==> src/hdl/pli_pkg.sv <==
// types, constants and codes for the piecewise linear interpolator
// no dependencies
`default_nettype none
package pli_pkg;
    localparam int MaxKnots = 64;
    localparam int IdxW = $clog2(MaxKnots);
    localparam int CntW = $clog2(MaxKnots + 1);

    localparam logic [1:0] FUNC_CLEAR = 2'd0;
    localparam logic [1:0] FUNC_APPEND = 2'd1;
    localparam logic [1:0] FUNC_QUERY = 2'd2;
    localparam logic [1:0] FUNC_UNUSED = 2'd3;

    localparam logic [2:0] ST_OK = 3'd0;
    localparam logic [2:0] ST_FULL = 3'd1;
    localparam logic [2:0] ST_LOW = 3'd2;
    localparam logic [2:0] ST_HIGH = 3'd3;
    localparam logic [2:0] ST_EMPTY = 3'd4;

    typedef struct packed {
        logic [1:0] func;
        logic [31:0] knot_x;
        logic signed [31:0] knot_y;
        logic [31:0] query_x;
    } t_in;

    typedef struct packed {
        logic signed [31:0] interp_y;
        logic [2:0] status;
    } t_out;

    // controller to datapath commands
    typedef struct packed {
        logic load;       // capture input item
        logic clear;      // reset knot count
        logic append;     // write knot
        logic rd;         // issue memory read at search index
        logic cmp;        // compare read knot against query
        logic mul;        // form product
        logic div_init;   // start division
        logic div_step;   // one quotient bit
        logic fin_lerp;   // result from quotient
        logic fin_clamp;  // result from last read knot y
        logic [2:0] status;
        logic done;
    } t_cmd;

    // datapath to controller status
    typedef struct packed {
        logic [1:0] func;
        logic full;
        logic empty;
        logic last;       // search index is last valid knot
        logic ge;         // read knot x at or beyond query
        logic first;      // search index is zero
        logic eq;         // read knot x equals query
        logic div_last;
    } t_sts;
endpackage
`default_nettype wire

==> src/hdl/pli_ctrl.sv <==
// sequencer for clear, append, query and unused-code items
// depends on pli_pkg
`default_nettype none
module pli_ctrl (
    input  wire logic          i_clk,
    input  wire logic          i_rst_n,
    input  wire logic          i_start,
    input  wire pli_pkg::t_sts i_sts,
    output pli_pkg::t_cmd      o_cmd,
    output logic               o_busy,
    output logic               o_done
);
    import pli_pkg::*;

    localparam logic [2:0] S_IDLE = 3'd0;
    localparam logic [2:0] S_DISP = 3'd1;
    localparam logic [2:0] S_READ = 3'd2;
    localparam logic [2:0] S_CMP = 3'd3;
    localparam logic [2:0] S_MUL = 3'd4;
    localparam logic [2:0] S_DIV = 3'd5;
    localparam logic [2:0] S_FIN = 3'd6;
    localparam logic [2:0] S_LERP = 3'd7;

    logic [2:0] r_state, n_state;
    logic r_done, n_done;

    always_ff @(posedge i_clk) begin
        if (!i_rst_n) begin
            r_state <= S_IDLE;
            r_done <= 1'b0;
        end else begin
            r_state <= n_state;
            r_done <= n_done;
        end
    end

    always_comb begin
        n_state = r_state;
        n_done = 1'b0;
        o_cmd = '0;
        o_cmd.status = ST_OK;
        unique case (r_state)
            S_IDLE: begin
                if (i_start) begin
                    o_cmd.load = 1'b1;
                    n_state = S_DISP;
                end
            end
            S_DISP: begin
                n_state = S_IDLE;
                o_cmd.done = 1'b1;
                n_done = 1'b1;
                priority case (i_sts.func)
                    FUNC_CLEAR: o_cmd.clear = 1'b1;
                    FUNC_APPEND: begin
                        if (i_sts.full) o_cmd.status = ST_FULL;
                        else o_cmd.append = 1'b1;
                    end
                    FUNC_QUERY: begin
                        if (i_sts.empty) o_cmd.status = ST_EMPTY;
                        else begin
                            o_cmd.done = 1'b0;
                            n_done = 1'b0;
                            o_cmd.rd = 1'b1;
                            n_state = S_READ;
                        end
                    end
                    default: ;
                endcase
            end
            S_READ: n_state = S_CMP;
            S_CMP: begin
                if (i_sts.ge) begin
                    if (i_sts.first) begin
                        o_cmd.done = 1'b1;
                        o_cmd.fin_clamp = 1'b1;
                        o_cmd.status = i_sts.eq ? ST_OK : ST_LOW;
                        n_done = 1'b1;
                        n_state = S_IDLE;
                    end else begin
                        o_cmd.mul = 1'b1;
                        n_state = S_MUL;
                    end
                end else if (i_sts.last) begin
                    o_cmd.done = 1'b1;
                    o_cmd.fin_clamp = 1'b1;
                    o_cmd.status = ST_HIGH;
                    n_done = 1'b1;
                    n_state = S_IDLE;
                end else begin
                    o_cmd.cmp = 1'b1;
                    n_state = S_FIN;
                end
            end
            S_FIN: begin
                o_cmd.rd = 1'b1;
                n_state = S_READ;
            end
            S_MUL: begin
                o_cmd.div_init = 1'b1;
                n_state = S_DIV;
            end
            S_DIV: begin
                o_cmd.div_step = 1'b1;
                if (i_sts.div_last) n_state = S_LERP;
            end
            S_LERP: begin
                n_state = S_IDLE;
                n_done = 1'b1;
            end
            default: n_state = S_IDLE;
        endcase
    end

    assign o_busy = (r_state != S_IDLE);
    assign o_done = r_done;
endmodule
`default_nettype wire

==> config.mk <==
export PLATFORM = sky130hd
export DESIGN_NAME = pli_ctrl
export DESIGN_NICKNAME = d
export VERILOG_FILES = /design/src/hdl/pli_pkg.sv /design/src/hdl/pli_ctrl.sv
export SDC_FILE = /design/constraint.sdc
export NUM_CORES = 1
export LEC_CHECK = 0
export BUFFER_PORTS_ARGS = -buffer_cell sky130_fd_sc_hd__buf_2
export CORE_MARGIN = 1.5
export CORE_UTILIZATION = 30
export DETAILED_ROUTE_END_ITERATION = 6
export GPL_ROUTABILITY_DRIVEN = 0
export PLACE_DENSITY = 0.58
export RECOVER_POWER = 50
export SLEW_MARGIN = 20
export SYNTH_ARGS = -nofsm -noshare
export SYNTH_HDL_FRONTEND = slang
export SYNTH_SLANG_ARGS = --single-unit
==> constraint.sdc <==
create_clock -name i_clk -period 1.5 [get_ports i_clk]
set_input_delay 0.3 -clock i_clk [delete_from_list [all_inputs] [get_ports i_clk]]
set_output_delay 0.3 -clock i_clk [all_outputs]
set_load 0.03 [all_outputs]
==> run_results.csv, run 1 <==
group,metric,value,unit
clock_network,tritoncts,"done",
die,die_w,40.2,um
setup_path,rrSetupSlack,0.41,ns
sta,skew,0.00599,ns
layout,design_area,762,sq um
synth,synth_area_per_cell,7.84,sq um
setup_path,critPathKind,"reg -> out",
setup_path,r2r-start,"r_state[2]",
layout,layout-drive-gt1-share,57.8,%
sta,fin_crit,1.53,ns
drt,route.antenna.remaining_nets,0,
power,power_leakage,0.409,nW
global_routing,gr-total-overflow,0,
synth,synth_top_cell_by_area,"dfxtp_1",
global_routing,use_met2,34.7,%
layout,antenna_cells,0,
sta,setup_viol,6,
clock_network,clkSinkCount,4,
global_routing,gr-max-usage-layer,"met2",
placed_design,dp_hpwl,781,um
die,start_util,31.9,%
drt,dr.first_iter.drc_count,9,
synth,netlist_top_cells_area,"dfxtp_1 19%, ha_1 9.0%, nand2b_1 6.0%, mux2i_1 4.8%, nand3b_4 4.8%",
placed_design,placedInstanceArea,589,sq um
layout,final_nets,107,
power,ir_drop,0.302,mV
clock_network,cts_root_buf,"clkbuf_4",
worst_hold_path,holdPathEnd,"o_done",
global_routing,antenna_found_initial,0,
flow_run,cap_viol_max_count,0,
global_routing,grt_pass1_wl,1890,um
worst_hold_path,min_path_type,"in -> reg",
synth,yosysWarningCount,0,
drt,num_vias,495,
sta,slew_viol_final,0,
clock_network,clk_pin_slew,0.04,ns
clock_network,hold_buffers,0,
synth,synth_cells,53,
setup_path,critPathArrivalTime,1.23,ns
layout,final_cell_mix,"14 x buf_4, 12 x buf_2, 9 x buf_6, 5 x inv_1, 4 x clkbuf_4",
die,std_cell_rows,13,
synth,synthesis.nets,68,
setup_path,worst-path-buf-inv,1,
global_routing,grt_pass1_vias,466,
sta,fin_tns_setup,-0.105,ns
drt,wl,1190,um
global_routing,met3_usage,5.00,%
setup_path,slowest_stage,"dfxtp_4",
synth,syn-cell-area,415,sq um
worst_hold_path,holdPathStages,2,
synth,synth-seq-cells,4,
die,die_y,40.2,um
global_routing,grt_max_degree,9,
clock_network,cts_buffer_depth,2,
global_routing,met1_usage,18.4,%
global_routing,grt_usage,17.6,%
setup_path,r2r-end,"r_state[1]",
synth,ys_types,29,
setup_path,crit_family,"simple AND/OR/NAND/NOR gates",
setup_path,path_cells,"nor3b_4, nand2_2, o22ai_2, buf_6",
sta,hold_viol,0,
setup_path,critPathLaunchType,"flop",
setup_path,rr_worst_depth,4,
run_status,violations,"setup timing",
drt,drc,0,
clock_network,numCtsBuffers,3,
drt,firstDrtPassIters,4,
setup_path,setup.worst_path.end_class,"output port",
setup_path,cpPeakStageDelay,0.36,ns
setup_path,cp_max_fo,5,
run_status,status,"complete, but fails checks",
die,coreArea,0.00130,sq mm
setup_path,required,1.20,ns
layout,syn2layout_area_growth,83.4,%
sta,fmax,654,MHz
drt,viasPerCell,4.71,
synth,ys_seq_area_share,19.3,%
power,p_per_area,502,mW/mm^2
placed_design,portBuffers,26,
sta,rsz0062_at_grt,"true",
synth,synth_top_cell_area_share,19.3,%
die,die-area,0.00162,sq mm
worst_hold_path,min-delay-start,"i_rst_n",
sta,fin_ws,-0.0296,ns
drt,wl_per_cell,11.3,um
sta,period_share,102,%
die,ioPinCount,28,
clock_network,clkLatencyLatePin,0.24,ns
clock_network,h-tree-depth,1,
layout,nFillCells,115,
layout,layout_commonest_cell,"buf_4",
## area by class of cell
type | count | area, sq um | share of cell area, %
multi-input cells | 42 | 337 | 44.2
repair buffers | 36 | 274 | 36.0
flip-flops and latches | 4 | 91.3 | 12.0
clock buffers | 3 | 22.5 | 2.96
inverters | 5 | 18.8 | 2.46
well taps | 15 | 18.8 | 2.46
## cell usage after synthesis
master    instances
o22ai_2           1
o211ai_1          1
nor3_1            2
o31ai_1           1
nor3b_4           1
buf_2             1
nor2_1            5
inv_1             5
and3_1            1
and2_1            1
conb_1            1
nand2_2           1
or3_1             1
nand3b_4          1
nand2b_1          4
mux2i_1           2
a21boi_0          2
a21oi_1           1
nor3b_1           1
ha_1              3
a21boi_1          1
nand2_1           3
buf_4             1
o211a_1           1
nor2b_1           1
nand3b_1          2
nand3_1           2
dfxtp_1           4
o21ai_0           2
## how the worst max path moves through the flow
stage	from	to	slack, ns	depth (start not counted)
5_1_grt	r_state[0]	o_cmd[1]	-0.15	4
3_3_place_gp	i_sts[7]	o_cmd[0]	0.03	7
2_1_floorplan	r_state[1]	o_cmd[13]	-0.05	3
3_5_place_dp	i_sts[7]	o_cmd[0]	-0.01	7
6_report	r_state[1]	o_cmd[1]	-0.03	4
4_1_cts	r_state[0]	o_cmd[1]	-0.05	4
## cells by family after synthesis
family | synth area share, %
adder cells (fa/ha/maj) | 9.04
multiplexers | 4.82
other | 0.903
buffers and inverters | 7.53
AO/OA/AOI/OAI | 18.1
flip-flops | 19.3
AND/OR/NAND/NOR | 40.4
## repair_timing
| action | in CTS | in global routing |
|---|---|---|
| gates cloned | 0 | 0 |
| pin swaps | 7 | 4 |
| buffers inserted | 4 | 3 |
| gates resized for setup | 25 | 11 |
| setup endpoints to repair | 14 | 14 |
## state kept, by name, summed over array words and instances, names as in the netlist
name     cells
o_done       1
r_state      3
## power by group
part,leakage (nW),switching [mW],internal [mW]
Clock,0.0138,0.0513,0.0900
Sequential,0.0348,0.00461,0.107
Combinational,0.361,0.0681,0.0618
Total,0.409,0.124,0.259
## per-layer routing
layer	part of all wire (%)	vias to the layer above
met1	41	213
met2	52	27
met5	0	-
li1	-	255
met3	6.7	0
met4	0	0
## per-stage QoR
stage	setup WS (ns)	cells	util [%]	power, mW	hold WS, ns
after CTS	-0.0540	102	55.0	0.375	0.342
after detailed placement	-0.00973	95	45.3	0.223	0.587
final	-0.0296	105	58.6	0.383	0.340
after floorplan	-0.0534	53	-	0.181	0.433
after global routing	-0.154	105	58.6	0.406	0.346
after global placement	0.0311	95	45.3	0.221	0.592
(Power assumes the default switching activity.)
==> run 2: changes to the inputs <==
==> constraint.sdc (replaced) <==
create_clock -name i_clk -period 1.5 [get_ports i_clk]
set_input_delay 0.15 -clock i_clk [delete_from_list [all_inputs] [get_ports i_clk]]
set_output_delay 0.15 -clock i_clk [all_outputs]
set_load 0.03 [all_outputs]
==> run 2 against run 1 <==
Net effect:
- the run now ends clean
- flip-flop and latch count stayed put
- design area fell by 19%
- fmax grew 7.3%
- routed wire length shrank 19%
- worst hold slack worse by 0.15 ns
- total power shrank 7.4%
- clock skew grew 0.0056 ns
- worst setup slack improved by 0.10 ns
- largest cell class unchanged
==> run_results.csv, run 2 (synthesis gave the netlist of run 1 again) <==
group,metric,value,unit
drt,firstDrtPassIters,4,
layout,syn2layout_area_growth,49.4,%
power,p_sw_share,32.5,%
clock_network,cts_buffer_depth,2,
die,std_cell_rows,13,
clock_network,clkSinkCount,4,
global_routing,grt_pass1_wl,1580,um
clock_network,cts_root_buf,"clkbuf_4",
layout,antenna_cells,0,
die,start_util,31.9,%
drt,wl,961,um
clock_network,clk_pin_slew,0.04,ns
setup_path,path_cells,"buf_4, nand3b_4, o21ai_0, buf_2",
power,p_int,0.239,mW
setup_path,slowest_stage,"dfxtp_2",
sta,setup_viol,0,
power,share_comb_of_total_power,29.0,%
drt,dr.first_iter.drc_count,8,
global_routing,antenna_found_initial,0,
power,power_leakage,0.355,nW
layout,final_nets,99,
sta,fin_tns_setup,0,ns
power,p_per_area,571,mW/mm^2
flow_run,cap_viol_max_count,0,
layout,final_util,47.7,%
drt,drc,0,
power,ir_drop,0.175,mV
sta,skew,0.0116,ns
sta,fin_hold_ws,0.188,ns
layout,design_area,621,sq um
setup_path,critPathKind,"reg -> out",
drt,num_vias,452,
drt,wl_per_cell,9.91,um
sta,fin_ws,0.0741,ns
clock_network,numCtsBuffers,3,
clock_network,clkLatencyLatePin,0.24,ns
placed_design,pre_cts_slack,0.203,ns
placed_design,dp_hpwl,744,um
setup_path,cpPeakStageDelay,0.36,ns
worst_hold_path,min_path_type,"in -> reg",
setup_path,crit_family,"buffers and inverters",
setup_path,cp_max_fo,7,
die,die_w,40.2,um
die,die-area,0.00162,sq mm
sta,rsz0062_at_grt,"true",
clock_network,hold_buffers,0,
layout,final_cell_mix,"21 x buf_2, 5 x inv_1, 5 x buf_4, 4 x nand2b_1",
setup_path,critPathLaunchType,"flop",
setup_path,worst-path-buf-inv,2,
layout,layout-drive-gt1-share,48.8,%
layout,top_register,"r_state",
global_routing,grt_usage,15.1,%
drt,route.antenna.remaining_nets,0,
power,power_frac_seq,31.6,%
sta,period_share,95.1,%
sta,fmax,701,MHz
setup_path,setup.worst_path.end_class,"output port",
global_routing,gr-total-overflow,0,
sta,fin_crit,1.43,ns
global_routing,grt_max_degree,11,
clock_network,tritoncts,"done",
placed_design,placedInstanceArea,567,sq um
die,die_y,40.2,um
sta,hold_viol,0,
layout,layout_commonest_cell,"buf_2",
power,clkPwrFrac,39.4,%
sta,slew_viol_final,0,
placed_design,portBuffers,26,
clock_network,h-tree-depth,1,
drt,viasPerCell,4.66,
power,power.switching,0.115,mW
layout,largest_reg_flops,3,
run_status,status,"completed",
setup_path,required,1.35,ns
die,coreArea,0.00130,sq mm
global_routing,grt_pass1_vias,377,
die,ioPinCount,28,
setup_path,critPathArrivalTime,1.28,ns
[run 2: worst reg2reg max path: cells and delay by family, from the launching register on]
family          cells  cell delay [ns]
flops               1             0.36
simple gates        2             0.27
buf+inv             1             0.15
compound gates      1             0.13
[run 2: final timing paths]
| kind | startpoint | to | slack, ns | depth (start not counted) |
|---|---|---|---|---|
| setup / recovery | r_state[0] | o_cmd[0] | 0.07 | 4 |
| hold / removal | i_rst_n | r_state[0] | 0.19 | 2 |
| setup reg to reg | r_state[0] | r_state[2] | 0.50 | 4 |
| hold reg to reg | r_state[1] | r_state[1] | 0.55 | 2 |
[run 2: repair_timing]
action | CTS | global route
gates cloned | 0 | 0
buffers inserted | 0 | 1
resized for setup | 3 | 10
pin swaps | 1 | 3
setup endpoints to repair | 6 | 10
[run 2: power by group through the flow]
stage | sequential [mW] | combinational [mW] | clock [mW]
after floorplan | 0.118 | 0.0615 | 0
after global placement | 0.117 | 0.100 | 0
after detailed placement | 0.116 | 0.101 | 0
after CTS | 0.115 | 0.103 | 0.146
after global routing | 0.112 | 0.115 | 0.160
final | 0.112 | 0.103 | 0.140
[run 2: through the flow]
step / instances / total power [mW]
floorplan: 53 / 0.180
global placement: 93 / 0.217
detailed placement: 93 / 0.217
CTS: 96 / 0.363
global route: 97 / 0.387
finish: 97 / 0.354
[run 2: area by class of cell]
| cell class | count | area [sq um] |
|---|---|---|
| Sequential cell | 4 | 88.8 |
| Timing Repair Buffer | 28 | 158 |
| Fill cell | 133 | 681 |
| Clock buffer | 3 | 22.5 |
| Inverter | 5 | 18.8 |
| Tap cell | 15 | 18.8 |
| Multi-Input combinational cell | 42 | 314 |
[run 2: layer usage]
layer	global-route usage [%]	share of wire (%)	up-vias
met1	19.4	50	184
met2	22.2	40	24
li1	-	-	242
met3	5.00	8.2	2
met5	0	0	-
met4	7.50	1.7	0
==> run 3: changes to the inputs <==
Settings changed: PLACE_DENSITY 0.58 to unset, PLACE_DENSITY_LB_ADDON set to 0.12.
==> run 3 against run 2 <==
Net effect:
- first-iteration DRC count fell by 75%
- worst setup slack got worse by 0.030 ns
- sequential power barely moved
- fmax fell by 2.1%
- non-clock buffer count fell by 1
- clock skew fell by 0.0081 ns
- total power fell by 1.7%
- critical path depth did not move
- register-to-register slack barely moved
- utilization fell by 0.96 points
- cell count fell by 1.0%
- routed wire length fell by 2.3%
- largest cell class unchanged
- largest power group unchanged
- highest routed layer is now met3
==> run_results.csv, run 3 (synthesis gave the netlist of run 1 again) <==
group,metric,value,unit
die,die_y,40.2,um
layout,largest_reg_flops,3,
placed_design,portBuffers,26,
placed_design,dp_hpwl,758,um
global_routing,gr-total-overflow,0,
global_routing,grt_pass1_vias,396,
power,ir_drop,0.334,mV
sta,slew_viol_final,0,
setup_path,critPathArrivalTime,1.31,ns
clock_network,clk_pin_slew,0.04,ns
layout,syn2layout_area_growth,46.4,%
setup_path,crit_path_start,"r_state[0]",
drt,wl,939,um
setup_path,cp_max_fo,7,
setup_path,setup.worst_path.end_class,"output port",
layout,final_nets,98,
sta,hold_viol,0,
power,share_comb_of_total_power,30.2,%
layout,nFillCells,153,
power,p_int,0.244,mW
drt,detailroute.wirelength.met3,73,um
layout,final_cell_mix,"20 x buf_2, 5 x inv_1, 4 x nor2_1, 4 x nand2b_1",
setup_path,r2r-start,"r_state[0]",
power,power.switching,0.105,mW
clock_network,cts_root_buf,"clkbuf_4",
sta,period_share,97.0,%
drt,dr.first_iter.drc_count,2,
power,power_frac_seq,32.7,%
clock_network,h-tree-depth,1,
layout,final_cells,96,
sta,rsz0062_at_grt,"false",
setup_path,rrSetupSlack,0.49,ns
drt,num_vias,451,
drt,top_layer,"met3",
layout,layout-drive-gt1-share,46.9,%
power,clkPwrFrac,37.1,%
clock_network,numCtsBuffers,3,
setup_path,required,1.35,ns
sta,fin_tns_setup,0,ns
global_routing,grt_pass1_wl,1610,um
die,ioPinCount,28,
setup_path,critPathLaunchType,"flop",
setup_path,critPathKind,"reg -> out",
flow_run,cap_viol_max_count,0,
die,start_util,31.9,%
drt,route.antenna.remaining_nets,0,
drt,viasPerCell,4.70,
layout,top_register,"r_state",
die,die_w,40.2,um
clock_network,tritoncts,"done",
drt,wl_per_cell,9.78,um
die,std_cell_rows,13,
clock_network,clkSinkCount,4,
drt,wl_met1,442,um
layout,multiInputGateArea,317,sq um
drt,wl_met2,423,um
clock_network,cts_post_setup_buffers_inserted,0,
power,power,0.348,mW
run_status,status,"completed",
clock_network,clkLatencyLatePin,0.23,ns
clock_network,cts_buffer_depth,2,
sta,setup_viol,0,
die,coreArea,0.00130,sq mm
drt,drc,0,
worst_hold_path,min-delay-start,"i_rst_n",
power,power_leakage,0.346,nW
global_routing,antenna_found_initial,0,
sta,fin_crit,1.46,ns
worst_hold_path,min_path_type,"in -> reg",
global_routing,grt_max_degree,11,
sta,skew,0.00352,ns
placed_design,place_inst,93,
power,p_sw_share,30.1,%
layout,design_area,608,sq um
layout,seq_area,82.6,sq um
die,die-area,0.00162,sq mm
layout,layout_commonest_cell,"buf_2",
placed_design,placedInstanceArea,567,sq um
sta,fmax,687,MHz
global_routing,grt_usage,14.4,%
power,p_per_area,573,mW/mm^2
layout,antenna_cells,0,
drt,firstDrtPassIters,2,
## run 3: area by class of cell
class | instances | area share [%]
inverter | 5 | 3.09
clock buffer | 3 | 3.70
sequential | 4 | 13.6
multi-input combinational | 42 | 52.1
timing repair buffer | 27 | 24.5
tap | 15 | 3.09
## run 3: stage by stage
stage | utilization (%) | setup slack (ns) | hold WS, ns
finish | 46.7 | 0.0443 | 0.201
global route | 46.7 | 0.000849 | 0.213
CTS | 45.6 | 0.00358 | 0.196
detailed placement | 43.6 | 0.203 | 0.437
global placement | 43.6 | 0.224 | 0.440
floorplan | - | 0.0275 | 0.283
## run 3: worst paths after layout
path	to	cells past startpoint
max	o_cmd[13]	4
min	o_done	2
max reg2reg	r_state[2]	4
min reg2reg	r_state[1]	2
## run 3: what timing repair did
action / CTS / global route
hold buffers: 0 / 0
pin swaps: 0 / 1
endpoints found under the setup margin: 4 / 6
endpoints found under the hold margin: 0 / 0
gates resized for setup: 2 / 6
## run 3: power groups by stage
stage,clock network [mW],registers [mW],logic [mW]
6_report,0.129,0.114,0.105
5_1_grt,0.143,0.114,0.117
4_1_cts,0.134,0.114,0.103
3_5_place_dp,0,0.115,0.101
3_3_place_gp,0,0.115,0.101
2_1_floorplan,0,0.118,0.0615
## run 3: worst max-delay path, cell delays in order, from the launching register on
cell,delay (ns)
dfxtp_1,0.31
buf_4,0.16
or3_4,0.37
nor2_2,0.10
buf_6,0.13
## run 3: routing by layer
layer  vias to the layer above  track usage (%)
li1                        239                -
met1                       191             18.9
met2                        21             24.2
met3                         0             5.00
met4                         0                0
met5                         -                0
